## config.mk

```make
export PLATFORM = sky130hd
export DESIGN_NAME = bfaa_fifo
export DESIGN_NICKNAME = d
export VERILOG_FILES = /design/src/rtl/core/bfaa_fifo.sv
export SDC_FILE = /design/constraint.sdc
export NUM_CORES = 1
export LEC_CHECK = 0
export BUFFER_PORTS_ARGS = -buffer_cell sky130_fd_sc_hd__buf_2
export CAP_MARGIN = 20
export CELL_PAD_IN_SITES_DETAIL_PLACEMENT = 0
export CELL_PAD_IN_SITES_GLOBAL_PLACEMENT = 1
export CORE_MARGIN = 1
export CORE_UTILIZATION = 52
export DETAILED_ROUTE_END_ITERATION = 6
export PLACE_DENSITY = 0.9
export RECOVER_POWER = 25
export SYNTH_ARGS = -nofsm -noshare
export SYNTH_HDL_FRONTEND = slang
export SYNTH_SLANG_ARGS = --single-unit
```

## constraint.sdc

```tcl
create_clock -name clk_i -period 4.6 [get_ports clk_i]
set_clock_uncertainty 0.05 [all_clocks]
set_input_delay 0.46 -clock clk_i [delete_from_list [all_inputs] [get_ports clk_i]]
set_output_delay 0.46 -clock clk_i [all_outputs]
set_load 0.03 [all_outputs]
```

## src/rtl/core/bfaa_fifo.sv

```systemverilog
`default_nettype none

module bfaa_fifo #(
  parameter int WIDTH = 8,
  parameter int DEPTH = 4,
  localparam int PTR_W = (DEPTH > 1) ? $clog2(DEPTH) : 1,
  localparam int CNT_W = $clog2(DEPTH + 1)
) (
  input  wire logic             clk_i,
  input  wire logic             rst_ni,
  input  wire logic             push_i,
  input  wire logic [WIDTH-1:0] data_i,
  output logic                  full_o,
  input  wire logic             pop_i,
  output logic                  valid_o,
  output logic      [WIDTH-1:0] data_o
);

  logic [WIDTH-1:0] store_q [DEPTH];
  logic [PTR_W-1:0] wr_ptr_q, wr_ptr_d;
  logic [PTR_W-1:0] rd_ptr_q, rd_ptr_d;
  logic [CNT_W-1:0] count_q, count_d;
  logic             do_push, do_pop;

  assign full_o  = (count_q == CNT_W'(DEPTH));
  assign valid_o = (count_q != '0);
  assign data_o  = store_q[rd_ptr_q];
  assign do_push = push_i && !full_o;
  assign do_pop  = pop_i && valid_o;

  always_comb begin
    wr_ptr_d = wr_ptr_q;
    rd_ptr_d = rd_ptr_q;
    count_d  = count_q;
    if (do_push) begin
      wr_ptr_d = (wr_ptr_q == PTR_W'(DEPTH - 1)) ? '0 : wr_ptr_q + PTR_W'(1);
    end
    if (do_pop) begin
      rd_ptr_d = (rd_ptr_q == PTR_W'(DEPTH - 1)) ? '0 : rd_ptr_q + PTR_W'(1);
    end
    if (do_push && !do_pop) begin
      count_d = count_q + CNT_W'(1);
    end else if (do_pop && !do_push) begin
      count_d = count_q - CNT_W'(1);
    end
  end

  always_ff @(posedge clk_i or negedge rst_ni) begin
    if (!rst_ni) begin
      wr_ptr_q <= '0;
      rd_ptr_q <= '0;
      count_q  <= '0;
    end else begin
      wr_ptr_q <= wr_ptr_d;
      rd_ptr_q <= rd_ptr_d;
      count_q  <= count_d;
    end
  end

  always_ff @(posedge clk_i) begin
    if (do_push) begin
      store_q[wr_ptr_q] <= data_i;
    end
  end

endmodule

`default_nettype wire

```

==> reports/metrics.cfg <==
[outcome]
status=finished, final reports clean

[cts]
clk_latency_ps=330
postCtsSetupBuffers=0
htree_levels=2
clock_path_buffers=2
cts.sinks=39
root_buffer=clkbuf_4
clk_pin_slew_ps=100
numCtsBuffers=5
cts_tree=done

[critical_path]
r2r_slack_ps=2450
arrival_ps=1840
reg2reg_from=count_q[0]$_DFFE_PN0P_
worstPathMaxFanout=11
critPathKind=reg -> out
cp_slowest_cell=dfrtp_1
crit_chain=mux4_2, buf_2
endpoint_kind=primary output
critPathMaxStageDelay_ps=730
crit_required_ps=4090
critPathTopFamily=flip-flops
critPathLaunchType=flip-flop
critPathBufInv=1
worst_r2r_path_depth=8
r2r_end=count_q[2]$_DFFE_PN0P_

[detailed_routing]
wire_per_inst_um=16.3
drc=0
ant_nets=0
num_vias=749
drt_first_pass_iters=4
wirelength_mm=2.23
first_iter_violations=9
viasPerCell=5.47

[pwr]
p_switching_mw=0.428
switching_share_pct=34.7
p_per_area_nw_per_um2=673
irDropWorstVdd_mv=0.331
pwr-share-clk_pct=17.6
p_int_mw=0.805
comb_power_share_pct=36.9
power_leakage_nw=0.691
seq_power_share_pct=45.5

[yosys]
avgSynthCellArea_um2=20.7
synth-seq-cells=39
synth_area_um2=1630
yosysTopAreaCell=edfxtp_1
synth_fp_nets=98
synthTopCellsByArea=edfxtp_1 (59%), mux4_2 (11%), dfrtp_1 (11%)
ys_seq_area_share_pct=69.6
netlist.area_leader.share_pct=58.9
syn_inst=79
yosys_warnings=0
synth.distinct_cells=19

[sta]
drv_slew=0
max_slew_margin_pct=61.0
tns_ps=0
setup_viol=0
min_period_ps=2350
rsz0062_at_grt=false
finalCritPeriodShare_pct=51.0
hold_viol=0
clock.fmax_mhz=426
tightest_slew_ps=585

[finish]
layout_common_cells=edfxtp_1 (32), buf_2 (15), mux4_2 (8), dfrtp_1 (7)
nFillCells=201
mostFrequentLayoutCell=edfxtp_1
area_growth_pct=12.4
post-route-util_pct=64.3
fin_nets=124
drive_gt1_share_pct=40.6
stdcell_count=137
antenna_cells=0

[grt]
track_usage_pct=16.4
antenna_found_initial=0
grt_max_degree=13
gr-total-overflow=0
grt_pass1_wl_mm=3.76
grt_pass1_vias=775

[place]
dp_hpwl_mm=1.60
gp_congestion=0.652
placed_cells=128
port_buffers=21

[floorplan]
rows=19
die_h_um=58.0
die_w_um=58.0
core-area_um2=2850
start_util_pct=57.2
ioPinCount=22
dieArea_um2=3370

[job]
maxCapViolations=0

[min_path]
worstHoldPathCells=1
hp-class=in -> reg
min_to=store_q[0][0]$_DFFE_PP_
hold_start=data_i[0]

==> power by group through the flow <==
stage	clock, mW	combinational (mW)	sequential, mW
6_report	0.217	0.456	0.561
3_3_place_gp	0	0.451	0.568
5_1_grt	0.241	0.499	0.580
3_5_place_dp	0	0.463	0.573
2_1_floorplan	0	0.404	0.522
4_1_cts	0.219	0.465	0.565
==> how the worst max path moves through the flow <==
| stage | startpoint | to | slack (ps) | cells past startpoint |
|---|---|---|---|---|
| 2_1_floorplan | count_q[0]$_DFFE_PN0P_ | count_q[1]$_DFFE_PN0P_ | 2450 | 7 |
| 3_3_place_gp | count_q[0]$_DFFE_PN0P_ | count_q[2]$_DFFE_PN0P_ | 2500 | 8 |
| 3_5_place_dp | count_q[0]$_DFFE_PN0P_ | count_q[2]$_DFFE_PN0P_ | 2450 | 8 |
| 4_1_cts | rd_ptr_q[0]$_DFFE_PN0P_ | data_o[3] | 2210 | 2 |
| 5_1_grt | rd_ptr_q[0]$_DFFE_PN0P_ | data_o[3] | 2100 | 2 |
| 6_report | rd_ptr_q[0]$_DFFE_PN0P_ | data_o[7] | 2250 | 2 |
==> cells in the mapped netlist, drive strengths merged <==
| master | number |
|---|---|
| or3 | 1 |
| clkbuf | 1 |
| xnor2 | 1 |
| and2 | 4 |
| nand2 | 1 |
| fa | 1 |
| buf | 2 |
| nor2b | 1 |
| nor2 | 3 |
| mux2 | 5 |
| edfxtp | 32 |
| inv | 3 |
| mux4 | 8 |
| nor3b | 1 |
| ha | 6 |
| xor2 | 2 |
| dfrtp | 7 |
==> cells by family after synthesis <==
kind of cell	Yosys count	synth area share (%)
xor gates and xnor gates	3	1.61
adders and majority gates	7	5.83
and+or+nand+nor	11	5.60
muxes	13	15.4
DFF	39	69.6
buffers and inverters	6	1.92
==> final cells by class <==
class | count | area (um^2) | area share (%)
clock buffers | 5 | 37.5 | 2.05
clock inverters | 3 | 38.8 | 2.11
inverters | 3 | 11.3 | 0.614
multi-input cells | 34 | 464 | 25.3
flip-flops and latches | 39 | 1140 | 61.9
well taps | 31 | 38.8 | 2.11
repair buffers | 22 | 108 | 5.87
==> state kept, by name (all words and copies together), names as in the netlist <==
signal	count
count_q	3
store_q	32
rd_ptr_q	2
wr_ptr_q	2
==> per-stage QoR <==
step	instance area [um^2]	power, mW	hold WS (ps)	setup slack (ps)
2_1_floorplan	1630	0.926	114	2450
3_3_place_gp	1760	1.02	250	2500
3_5_place_dp	1760	1.04	255	2450
4_1_cts	1840	1.25	273	2210
5_1_grt	1830	1.32	272	2100
6_report	1830	1.23	296	2250
==> per-layer routing <==
| layer | up-vias | part of all wire, % | global-route usage, % |
|---|---|---|---|
| li1 | 357 | - | - |
| met1 | 374 | 43 | 20.6 |
| met2 | 14 | 51 | 25.8 |
| met3 | 4 | 3.9 | 6.92 |
| met4 | 0 | 1.6 | 6.12 |
| met5 | - | 0 | 0 |
==> what timing repair did <==
action / 4_1_cts / 5_1_grt
endpoints found under the hold margin: 7 / 0
resized for setup: 0 / 0
hold buffers: 1 / 0
Power figures use the tool's default switching activity.
