==> config.mk <==
export PLATFORM = sky130hd
export DESIGN_NAME = bfaa_front_flat
export DESIGN_NICKNAME = d
export VERILOG_FILES = /design/src/rtl/core/bfaa_pkg.sv /design/src/rtl/core/bfaa_cell_if.sv /design/src/rtl/core/bfaa_front.sv /design/src/flat_wrapper.sv
export SDC_FILE = /design/constraint.sdc
export NUM_CORES = 1
export LEC_CHECK = 0
export BUFFER_PORTS_ARGS = -buffer_cell sky130_fd_sc_hd__buf_4
export CAP_MARGIN = 30
export CELL_PAD_IN_SITES_DETAIL_PLACEMENT = 1
export CELL_PAD_IN_SITES_GLOBAL_PLACEMENT = 2
export CORE_UTILIZATION = 26
export CTS_BUF_LIST = sky130_fd_sc_hd__clkbuf_4
export DETAILED_ROUTE_END_ITERATION = 10
export PLACE_DENSITY_LB_ADDON = 0.15
export SLEW_MARGIN = 0
export SYNTH_ARGS = -nofsm -noshare
export SYNTH_HDL_FRONTEND = slang
export SYNTH_SLANG_ARGS = --single-unit
==> constraint.sdc <==
create_clock -name clk_i -period 4.5 [get_ports clk_i]
set_input_delay 0.675 -clock clk_i [delete_from_list [all_inputs] [get_ports clk_i]]
set_output_delay 0.675 -clock clk_i [all_outputs]
set_load 0.01 [all_outputs]
==> src/rtl/core/bfaa_pkg.sv <==
`default_nettype none

package bfaa_pkg;

  localparam int CELLS_W     = 10;
  localparam int ID_W        = 6;
  localparam int KIND_W      = 2;
  localparam int COORD_W     = 32;
  localparam int LEN_W       = 32;
  localparam int PROD_W      = 2 * LEN_W;
  localparam int FRAC_BITS   = 16;
  localparam int AREA_W      = 48;
  localparam int CFG_IDX_W   = 2;
  localparam int CFG_DATA_W  = CELLS_W;
  localparam int QUEUE_DEPTH = 4;

  localparam logic [CELLS_W-1:0] CELLS_RESET = CELLS_W'(1);
  localparam logic [AREA_W-1:0]  AREA_MAX    = {AREA_W{1'b1}};

  typedef enum logic [KIND_W-1:0] {
    KIND_OTHER  = 2'd0,
    KIND_WALL   = 2'd1,
    KIND_INLET  = 2'd2,
    KIND_OUTLET = 2'd3
  } cell_kind_e;

  typedef enum logic [CFG_IDX_W-1:0] {
    CFG_CELLS_X = 2'd0,
    CFG_CELLS_Y = 2'd1,
    CFG_CELLS_Z = 2'd2
  } cfg_idx_e;

  // One classified cell on its way from the front to the back.
  typedef struct packed {
    logic             restart;
    logic             ok;
    logic             hit_x;
    logic             hit_y;
    logic             hit_z;
    logic [LEN_W-1:0] len_x;
    logic [LEN_W-1:0] len_y;
    logic [LEN_W-1:0] len_z;
  } face_job_t;

  // Absolute coordinate difference; zero on the low ghost layer.
  function automatic logic [LEN_W-1:0] edge_len(input logic [COORD_W-1:0] here,
                                                input logic [COORD_W-1:0] prev,
                                                input logic               at_zero);
    logic [COORD_W:0] diff;
    logic [COORD_W:0] mag;
    diff = {here[COORD_W-1], here} - {prev[COORD_W-1], prev};
    mag  = diff[COORD_W] ? (~diff + (COORD_W+1)'(1)) : diff;
    return at_zero ? '0 : mag[LEN_W-1:0];
  endfunction

endpackage

`default_nettype wire

==> src/rtl/core/bfaa_cell_if.sv <==
`default_nettype none

interface bfaa_cell_if #(
  parameter int INDEX_BITS = 10
);
  logic                        valid;
  logic                        ready;
  logic                        restart;
  logic [1:0]                  cell_kind;
  logic [INDEX_BITS-1:0]       index_i;
  logic [INDEX_BITS-1:0]       index_j;
  logic [INDEX_BITS-1:0]       index_k;
  logic [5:0]                  boundary_id;
  logic signed [31:0]          x_here;
  logic signed [31:0]          x_before;
  logic signed [31:0]          y_here;
  logic signed [31:0]          y_before;
  logic signed [31:0]          z_here;
  logic signed [31:0]          z_before;

  modport source (
    output valid, restart, cell_kind, index_i, index_j, index_k, boundary_id,
           x_here, x_before, y_here, y_before, z_here, z_before,
    input  ready
  );

  modport sink (
    input  valid, restart, cell_kind, index_i, index_j, index_k, boundary_id,
           x_here, x_before, y_here, y_before, z_here, z_before,
    output ready
  );
endinterface

`default_nettype wire

==> src/rtl/core/bfaa_front.sv <==
`default_nettype none

module bfaa_front import bfaa_pkg::*; #(
  parameter int NUM_BOUNDARIES = 64,
  parameter int INDEX_BITS     = 10,
  localparam int NUM_BINS      = 3 * NUM_BOUNDARIES,
  localparam int ADDR_W        = $clog2(NUM_BINS)
) (
  input  wire logic                  clk_i,
  input  wire logic                  rst_ni,
  input  wire logic                  cfg_we_i,
  input  wire logic [CFG_IDX_W-1:0]  cfg_idx_i,
  input  wire logic [CFG_DATA_W-1:0] cfg_data_i,
  bfaa_cell_if.sink                  cell_i,
  input  wire logic                  full_i,
  output logic                       push_o,
  output face_job_t                  job_o,
  output logic [ADDR_W-1:0]          addr_o
);

  // Wide enough for both the cell index and the far face index.
  localparam int CMP_W = (INDEX_BITS > CELLS_W + 1) ? INDEX_BITS : CELLS_W + 1;

  logic [CELLS_W-1:0] cells_x_q, cells_y_q, cells_z_q;
  cell_kind_e         kind;
  logic               id_ok;
  logic [ADDR_W-1:0]  base;
  logic               zero_i, zero_j, zero_k;

  always_ff @(posedge clk_i or negedge rst_ni) begin
    if (!rst_ni) begin
      cells_x_q <= CELLS_RESET;
      cells_y_q <= CELLS_RESET;
      cells_z_q <= CELLS_RESET;
    end else if (cfg_we_i) begin
      case (cfg_idx_e'(cfg_idx_i))
        CFG_CELLS_X: cells_x_q <= cfg_data_i;
        CFG_CELLS_Y: cells_y_q <= cfg_data_i;
        CFG_CELLS_Z: cells_z_q <= cfg_data_i;
        default: ;
      endcase
    end
  end

  assign kind   = cell_kind_e'(cell_i.cell_kind);
  assign id_ok  = int'(cell_i.boundary_id) < NUM_BOUNDARIES;
  assign zero_i = (cell_i.index_i == '0);
  assign zero_j = (cell_i.index_j == '0);
  assign zero_k = (cell_i.index_k == '0);

  always_comb begin
    case (kind)
      KIND_WALL:   base = '0;
      KIND_INLET:  base = ADDR_W'(NUM_BOUNDARIES);
      KIND_OUTLET: base = ADDR_W'(2 * NUM_BOUNDARIES);
      default:     base = '0;
    endcase
  end

  always_comb begin
    job_o.restart = cell_i.restart;
    job_o.ok      = (kind != KIND_OTHER) && id_ok;
    job_o.hit_x   = zero_i ||
                    (CMP_W'(cell_i.index_i) == CMP_W'(cells_x_q) + CMP_W'(1));
    job_o.hit_y   = zero_j ||
                    (CMP_W'(cell_i.index_j) == CMP_W'(cells_y_q) + CMP_W'(1));
    job_o.hit_z   = zero_k ||
                    (CMP_W'(cell_i.index_k) == CMP_W'(cells_z_q) + CMP_W'(1));
    job_o.len_x   = edge_len(cell_i.x_here, cell_i.x_before, zero_i);
    job_o.len_y   = edge_len(cell_i.y_here, cell_i.y_before, zero_j);
    job_o.len_z   = edge_len(cell_i.z_here, cell_i.z_before, zero_k);
    addr_o        = job_o.ok ? base + ADDR_W'(cell_i.boundary_id) : '0;
  end

  assign cell_i.ready = !full_i;
  assign push_o       = cell_i.valid && !full_i;

endmodule

`default_nettype wire

==> src/flat_wrapper.sv <==
// flat-port wrapper written by rule: the top's interface ports become plain ports
module bfaa_front_flat import bfaa_pkg::*;
#(
  parameter int NUM_BOUNDARIES = 64,
  parameter int INDEX_BITS     = 10,
  localparam int NUM_BINS      = 3 * NUM_BOUNDARIES,
  localparam int ADDR_W        = $clog2(NUM_BINS)
)
  (clk_i, rst_ni, cfg_we_i, cfg_idx_i, cfg_data_i, full_i, push_o, job_o, addr_o, cell_i_valid, cell_i_restart, cell_i_cell_kind, cell_i_index_i, cell_i_index_j, cell_i_index_k, cell_i_boundary_id, cell_i_x_here, cell_i_x_before, cell_i_y_here, cell_i_y_before, cell_i_z_here, cell_i_z_before, cell_i_ready);
  bfaa_cell_if #(.INDEX_BITS(INDEX_BITS)) cell_i_i ();
  input  wire logic clk_i;
  input  wire logic rst_ni;
  input  wire logic cfg_we_i;
  input  wire logic [CFG_IDX_W-1:0] cfg_idx_i;
  input  wire logic [CFG_DATA_W-1:0] cfg_data_i;
  input  wire logic full_i;
  output logic push_o;
  output face_job_t job_o;
  output logic [ADDR_W-1:0] addr_o;
  input wire logic [$bits(cell_i_i.valid)-1:0] cell_i_valid;
  input wire logic [$bits(cell_i_i.restart)-1:0] cell_i_restart;
  input wire logic [$bits(cell_i_i.cell_kind)-1:0] cell_i_cell_kind;
  input wire logic [$bits(cell_i_i.index_i)-1:0] cell_i_index_i;
  input wire logic [$bits(cell_i_i.index_j)-1:0] cell_i_index_j;
  input wire logic [$bits(cell_i_i.index_k)-1:0] cell_i_index_k;
  input wire logic [$bits(cell_i_i.boundary_id)-1:0] cell_i_boundary_id;
  input wire logic [$bits(cell_i_i.x_here)-1:0] cell_i_x_here;
  input wire logic [$bits(cell_i_i.x_before)-1:0] cell_i_x_before;
  input wire logic [$bits(cell_i_i.y_here)-1:0] cell_i_y_here;
  input wire logic [$bits(cell_i_i.y_before)-1:0] cell_i_y_before;
  input wire logic [$bits(cell_i_i.z_here)-1:0] cell_i_z_here;
  input wire logic [$bits(cell_i_i.z_before)-1:0] cell_i_z_before;
  output wire logic [$bits(cell_i_i.ready)-1:0] cell_i_ready;
  assign cell_i_i.valid = cell_i_valid;
  assign cell_i_i.restart = cell_i_restart;
  assign cell_i_i.cell_kind = cell_i_cell_kind;
  assign cell_i_i.index_i = cell_i_index_i;
  assign cell_i_i.index_j = cell_i_index_j;
  assign cell_i_i.index_k = cell_i_index_k;
  assign cell_i_i.boundary_id = cell_i_boundary_id;
  assign cell_i_i.x_here = cell_i_x_here;
  assign cell_i_i.x_before = cell_i_x_before;
  assign cell_i_i.y_here = cell_i_y_here;
  assign cell_i_i.y_before = cell_i_y_before;
  assign cell_i_i.z_here = cell_i_z_here;
  assign cell_i_i.z_before = cell_i_z_before;
  assign cell_i_ready = cell_i_i.ready;
  bfaa_front #(.NUM_BOUNDARIES(NUM_BOUNDARIES), .INDEX_BITS(INDEX_BITS)) u_core (.clk_i(clk_i), .rst_ni(rst_ni), .cfg_we_i(cfg_we_i), .cfg_idx_i(cfg_idx_i), .cfg_data_i(cfg_data_i), .cell_i(cell_i_i), .full_i(full_i), .push_o(push_o), .job_o(job_o), .addr_o(addr_o));
endmodule
==> run_results.csv, run 1 <==
group,metric,value,unit
status,status,"finished with violations",
status,violations,"setup timing",
run,cap_viol_max_count,0,
timing,fin_crit_sh,110,%
timing,fmax,202,MHz
timing,final_max_slew_viol_count,0,
yosys,synth_cell_type_count,95,
global_routing,grt_pass1_vias,17000,
detailed_routing,first_iter_violations,699,
yosys,async_reset_ff_share,100,%
yosys,synth_edf_count,0,
final_layout,areaGrowthSynthToFinish,71.6,%
detailed_routing,drc,0,
power_and_ir_drop,p_leak,0.00950,uW
clock_tree,htreeDepth,2,
final_layout,nets,2865,
detailed_routing,met3WireLength,1670,um
placed_design,place_congestion,0.865,
clock_tree,cts_hold_buffers,0,
floorplan,initial_core_util,26.6,%
detailed_routing,wire_per_inst,18.3,um
detailed_routing,met2_length,29400,um
yosys,ys_ff_latch,30,
power_and_ir_drop,pwr-share-comb,87.0,%
timing,whs,264,ps
clock_tree,root_buffer,"clkbuf_4",
detailed_routing,drt-total-wl,56900,um
power_and_ir_drop,pwr-share-seq,8.6,%
timing,setup_tns,-4800,ps
global_routing,grtUsageTotal,22.9,%
placed_design,placed_cell_area,18100,sq um
timing,period_needed,4940,ps
detailed_routing,ant_nets,0,
detailed_routing,wl_met1,24600,um
global_routing,overflow,0,
timing,hold_viol_final,0,
placed_design,port-buffer-count,356,
timing,skew,0,ps
yosys,syn_inst,1769,
global_routing,grt_max_degree,38,
timing,worst_pin_slew,860,ps
yosys,synth.largest_area_cell,"ha_1",
power_and_ir_drop,clkPwrFrac,4.3,%
timing,slew_headroom,42.3,%
yosys,yosys-top-cells-area,"ha_1 11%, xnor2_1 6.6%, nor2_1 6.0%, dfrtp_1 5.7%, xor2_1 5.6%",
yosys,synth_ff_type,"dfrtp_1",
clock_tree,cts_sinks,30,
clock_tree,tritoncts,"yes",
global_routing,antenna_found_initial,7,
timing,setup_violations,41,
yosys,synth.avg_cell_area,6.70,sq um
worst_hold_path,min_path_type,"in2async",
timing,rsz0062_at_grt,"yes",
final_layout,fill_cells,5545,
critical_path,cp-end-kind,"primary output",
clock_tree,cts_buffer_depth,2,
critical_path,crit_type,"in2out",
floorplan,die_area,46400,sq um
yosys,synth_top_area_share,10.8,%
global_routing,grt_pass1_wl,88100,um
floorplan,core-area,44600,sq um
clock_tree,cts_made_buffers,5,
power_and_ir_drop,switching_share,47.5,%
yosys,ys.warnings.count,0,
clock_tree,worstSkewPairLatency,320,ps
detailed_routing,top_layer,"met5",
power_and_ir_drop,p_int,2440,uW
clock_tree,clkTransAtPathRegs,90,ps
final_layout,stdcell_area,20300,sq um
yosys,synth_nets,2122,
detailed_routing,dr.pass1.iters,5,
placed_design,hpwlAfterDp,46700,um
floorplan,die_x,215,um
floorplan,die_h,215,um
critical_path,cp.required,3830,ps
power_and_ir_drop,p_per_area,229,nW/um^2
power_and_ir_drop,p_sw,2210,uW
final_layout,layout-drive-gt1-share,45.0,%
yosys,synth_area,11800,sq um
critical_path,worstPathArrival,4270,ps
detailed_routing,viasPerCell,5.20,
timing,finalWorstSetupSlack,-440,ps
critical_path,crit_fanout,4,
floorplan,io_pins,359,
yosys,synth_seq_area_share,6.37,%
critical_path,critPathLaunchType,"input pin",
placed_design,post-place-ws,-644,ps
power_and_ir_drop,ir_drop,0.000128,V
floorplan,rows,77,
detailed_routing,vias,16200,
[logic make-up after synthesis]
kind of cell | after synthesis | share of synthesized area (%)
buffers and inverters | 223 | 7.37
XOR/XNOR | 165 | 12.2
flip-flops | 30 | 6.37
AND/OR/NAND/NOR | 681 | 29.3
adder cells (fa/ha/maj) | 105 | 11.3
multiplexers | 43 | 4.00
AO/OA/AOI/OAI | 522 | 29.5
[cell usage in the layout (no fill, tap or decap), types with 10 or more instances in the layout]
cell / instances
buf_6: 34
dfrtp_1: 27
or4_1: 11
buf_4: 772
a21oi_1: 110
o211a_1: 10
nor2b_1: 16
nand3_1: 43
and2_1: 19
o21ai_1: 16
and4_1: 12
a31oi_1: 12
nand2b_1: 15
nand4_1: 42
o31ai_4: 10
nand2_1: 125
xnor2_2: 16
nor2_1: 180
xnor2_1: 73
inv_1: 134
or3_1: 21
a211oi_2: 11
o21ai_0: 74
and3_1: 30
nor4_1: 10
o21ai_2: 23
ha_1: 91
a211oi_1: 20
a21oi_2: 13
a21o_1: 42
o21a_1: 23
xor2_1: 69
o211ai_1: 16
nor3_1: 39
mux2_2: 33
[per-stage QoR]
step	utilization (%)	cells	total power, uW
floorplan	-	1769	2200
global placement	40.6	3042	3860
detailed placement	40.6	3042	3940
CTS	43.3	3088	4400
finish	45.6	3111	4650
global route	45.6	3109	4990
[cell usage after synthesis, types with 10 or more instances]
cell         n
nand2_1    139
nand3_1     47
nor2b_1     21
or3_1       23
nor3_1      48
nor2_1     190
o31ai_1     22
a211oi_1    30
o21ai_0    109
nand4_1     42
o21a_1      25
o211a_1     11
and3_1      33
buf_2       14
or2_2       10
nand2b_1    15
o211ai_1    16
nor4_1      23
a31oi_1     19
a21o_1      44
xor2_1      76
and2_1      21
dfrtp_1     27
o2111ai_1   10
or4_1       17
o21ai_1     10
ha_1       102
mux2_2      33
inv_1      141
a21oi_1    128
and4_1      13
clkbuf_1    64
xnor2_1     89
[routing by layer]
metal / track usage, % / up-vias
met2: 42.9 / 320
met4: 5.32 / 2
met1: 28.0 / 7827
met5: 0 / -
li1: - / 7947
met3: 1.89 / 74
[state kept, by name, summed over array words and instances, names as in the netlist]
name	count
u_core.cells_y_q	10
u_core.cells_z_q	10
u_core.cells_x_q	10
[power groups by stage]
stage | Sequential, uW | Combinational [uW] | Clock, uW
after floorplan | 374 | 1820 | 0
after global placement | 399 | 3460 | 0
after detailed placement | 405 | 3530 | 0
after CTS | 401 | 3800 | 207
after global routing | 411 | 4360 | 217
final | 401 | 4040 | 201
[final timing paths]
| check | startpoint | cells after the start | slack (ps) | endpoint |
|---|---|---|---|---|
| worst min-delay path | rst_ni | 1 | 260 | u_core.cells_z_q[4]$_DFFE_PN0P_ |
| worst max register to register | u_core.cells_x_q[5]$_DFFE_PN0P_ | 1 | 3620 | u_core.cells_x_q[5]$_DFFE_PN0P_ |
| min in group clk_i | u_core.cells_z_q[1]$_DFFE_PN0P_ | 1 | 570 | u_core.cells_z_q[1]$_DFFE_PN0P_ |
| worst min register to register | u_core.cells_z_q[1]$_DFFE_PN0P_ | 1 | 570 | u_core.cells_z_q[1]$_DFFE_PN0P_ |
| worst max-delay path | cell_i_z_here[0] | 16 | -440 | job_o[31] |
| max in group asynchronous | rst_ni | 1 | 3920 | u_core.cells_z_q[0]$_DFFE_PN1P_ |
[worst max-delay path, stage by stage]
cell	delay, ps
buf_8	110
inv_12	40
ha_4	120
inv_2	40
fa_2	330
a211o_1	320
a21o_1	240
a311oi_2	330
o21ai_2	140
nor2_2	200
nand4_1	160
or4_4	490
or4_4	440
a22oi_2	190
mux2_4	320
buf_6	120
[cell type report]
type / count / area (sq um) / area share [%]
Timing Repair Buffer: 818 / 6400 / 31.5
Multi-Input combinational cell: 1516 / 11800 / 58.0
Antenna cell: 7 / 17.5 / 0.0861
Inverter: 141 / 547 / 2.69
Clock buffer: 5 / 37.5 / 0.185
Clock inverter: 2 / 33.8 / 0.166
Sequential cell: 30 / 754 / 3.71
Tap cell: 592 / 741 / 3.64
[repair_timing]
action	4_1_cts	5_1_grt
resized for setup	186	194
endpoints found under the setup margin	92	88
setup buffers	39	25
pin swaps	97	111
cloned	3	0
endpoints found under the hold margin	0	0
Note: power is estimated with default switching activity, not from simulation.
==> run 2, diff against run 1 <==
--- a/config.mk
+++ b/config.mk
@@ -11,9 +11,11 @@
 export CELL_PAD_IN_SITES_GLOBAL_PLACEMENT = 2
 export CORE_UTILIZATION = 26
 export CTS_BUF_LIST = sky130_fd_sc_hd__clkbuf_4
+export CTS_CLUSTER_DIAMETER = 100
 export DETAILED_ROUTE_END_ITERATION = 10
 export PLACE_DENSITY_LB_ADDON = 0.15
 export SLEW_MARGIN = 0
 export SYNTH_ARGS = -nofsm -noshare
 export SYNTH_HDL_FRONTEND = slang
 export SYNTH_SLANG_ARGS = --single-unit
+export TNS_END_PERCENT = 10
==> run_results.csv, run 2 (synthesized netlist as in run 1, its figures left out) <==
group,metric,value,unit
status,status,"finished with violations",
status,violations,"setup timing",
critical_path,critPathLaunchType,"input pin",
clock_tree,clkTransAtPathRegs,90,ps
worst_hold_path,min_path_type,"in2async",
detailed_routing,drc,0,
detailed_routing,wire_per_inst,17.4,um
critical_path,cp-end-kind,"primary output",
detailed_routing,ant_nets,0,
placed_design,port-buffer-count,356,
detailed_routing,first_iter_violations,612,
critical_path,crit_type,"in2out",
critical_path,worstPathArrival,4310,ps
floorplan,io_pins,359,
timing,rsz0062_at_grt,"yes",
timing,fmax,201,MHz
placed_design,post-place-ws,-692,ps
final_layout,mostFrequentLayoutCell,"buf_4",
timing,period_needed,4980,ps
power_and_ir_drop,p_leak,0.00926,uW
timing,hold_viol_final,0,
timing,slew_headroom,55.1,%
critical_path,r2r_end,"u_core.cells_x_q[2]$_DFFE_PN0P_",
final_layout,final_cell_mix,"787 x buf_4, 188 x nor2_1, 138 x nand2_1",
final_layout,fill_cells,5665,
power_and_ir_drop,ir_drop,0.000120,V
timing,finalWorstSetupSlack,-483,ps
clock_tree,cts_hold_buffers,0,
placed_design,placed_cell_area,18200,sq um
final_layout,reg_top3,"u_core.cells_x_q x10, u_core.cells_y_q x10, u_core.cells_z_q x10",
timing,fin_crit_sh,111,%
clock_tree,htreeDepth,2,
detailed_routing,viasPerCell,5.11,
final_layout,stdcell_area,19400,sq um
floorplan,die_h,215,um
critical_path,reg2reg_slack,3600,ps
global_routing,antenna_found_initial,7,
critical_path,endpoint,"job_o[31]",
floorplan,die_x,215,um
clock_tree,tritoncts,"yes",
critical_path,crit_fanout,4,
timing,worst_pin_slew,663,ps
floorplan,initial_core_util,26.6,%
critical_path,r2r_cells,1,
final_layout,layout-drive-gt1-share,40.9,%
timing,final_max_slew_viol_count,0,
final_layout,finish.utilization,43.5,%
detailed_routing,drt-total-wl,54100,um
detailed_routing,vias,15900,
clock_tree,root_buffer,"clkbuf_4",
final_layout,nets,2855,
clock_tree,cts_buffer_depth,2,
clock_tree,cts_made_buffers,5,
power_and_ir_drop,p_per_area,224,nW/um^2
timing,skew,0,ps
placed_design,hpwlAfterDp,46600,um
power_and_ir_drop,p_total,4360,uW
critical_path,crit_path_start,"cell_i_z_here[0]",
global_routing,grt_max_degree,38,
critical_path,cp.required,3830,ps
floorplan,die_area,46400,sq um
global_routing,grt_pass1_vias,16700,
final_layout,areaGrowthSynthToFinish,63.9,%
global_routing,grtUsageTotal,22.2,%
run,cap_viol_max_count,0,
floorplan,rows,77,
global_routing,grt_pass1_wl,85700,um
clock_tree,worstSkewPairLatency,310,ps
global_routing,overflow,0,
floorplan,core-area,44600,sq um
timing,setup_violations,44,
detailed_routing,dr.pass1.iters,5,
clock_tree,cts_sinks,30,
placed_design,place_congestion,0.848,
critical_path,r2r-start,"u_core.cells_x_q[2]$_DFFE_PN0P_",
-- run 2: timing repair --
item                                   CTS  global route
pin swaps                               53            60
setup endpoints to repair               93            92
resized for setup                      115            86
gates cloned                             2             0
setup buffers                           17             8
endpoints found under the hold margin    0             0
-- run 2: metal layers --
| layer | GRT usage [%] | routed length, um | vias to the layer above |
|---|---|---|---|
| li1 | - | - | 7944 |
| met1 | 27.5 | 24300 | 7629 |
| met2 | 41.9 | 27800 | 243 |
| met3 | 0.987 | 1110 | 49 |
| met4 | 4.59 | 946 | 0 |
| met5 | 0 | 0 | - |
-- run 2: cell type report --
type                    count  area, sq um  area share [%]
multi-input cells        1516        11100            57.2
repair buffers            808         6200            31.9
flip-flops and latches     30          754            3.88
well taps                 592          741            3.81
inverters                 141          537            2.76
clock buffers               8         60.1           0.309
diodes                      8         20.0           0.103
-- run 2: worst min path at each step --
stage | startpoint | end | slack, ps | cells after the start
6_report | rst_ni | u_core.cells_z_q[1]$_DFFE_PN0P_ | 250 | 1
5_1_grt | rst_ni | u_core.cells_z_q[1]$_DFFE_PN0P_ | 280 | 1
4_1_cts | rst_ni | u_core.cells_z_q[1]$_DFFE_PN0P_ | 270 | 1
3_5_place_dp | u_core.cells_y_q[1]$_DFFE_PN0P_ | u_core.cells_y_q[1]$_DFFE_PN0P_ | 540 | 1
3_3_place_gp | u_core.cells_y_q[1]$_DFFE_PN0P_ | u_core.cells_y_q[1]$_DFFE_PN0P_ | 520 | 1
2_1_floorplan | rst_ni | u_core.cells_x_q[1]$_DFFE_PN0P_ | 380 | 0
-- run 2: through the flow --
step / instances / hold slack [ps] / setup TNS [ps]
2_1_floorplan: 1769 / 379 / -329
6_report: 3103 / 253 / -5270
3_5_place_dp: 3060 / 539 / -26820
3_3_place_gp: 3060 / 521 / -19810
5_1_grt: 3102 / 276 / -13720
4_1_cts: 3087 / 266 / -5680
-- run 2: where the power goes --
part | internal [uW] | total (uW) | switching, uW
logic | 1900 | 3790 | 1900
clock network | 80.3 | 165 | 84.3
registers | 325 | 399 | 74.6
total | 2300 | 4360 | 2060
-- run 2: worst max-delay path, cell delays in order --
cell and delay, ps:
buf_8 100, inv_4 40, ha_4 120, inv_2 30
fa_2 340, a211o_1 330, a21o_1 240, a311oi_2 280
o32a_2 230, o211a_1 180, nand4_1 170, or4_4 490
or4_4 430, a22oi_2 200, mux2_4 320, buf_6 120
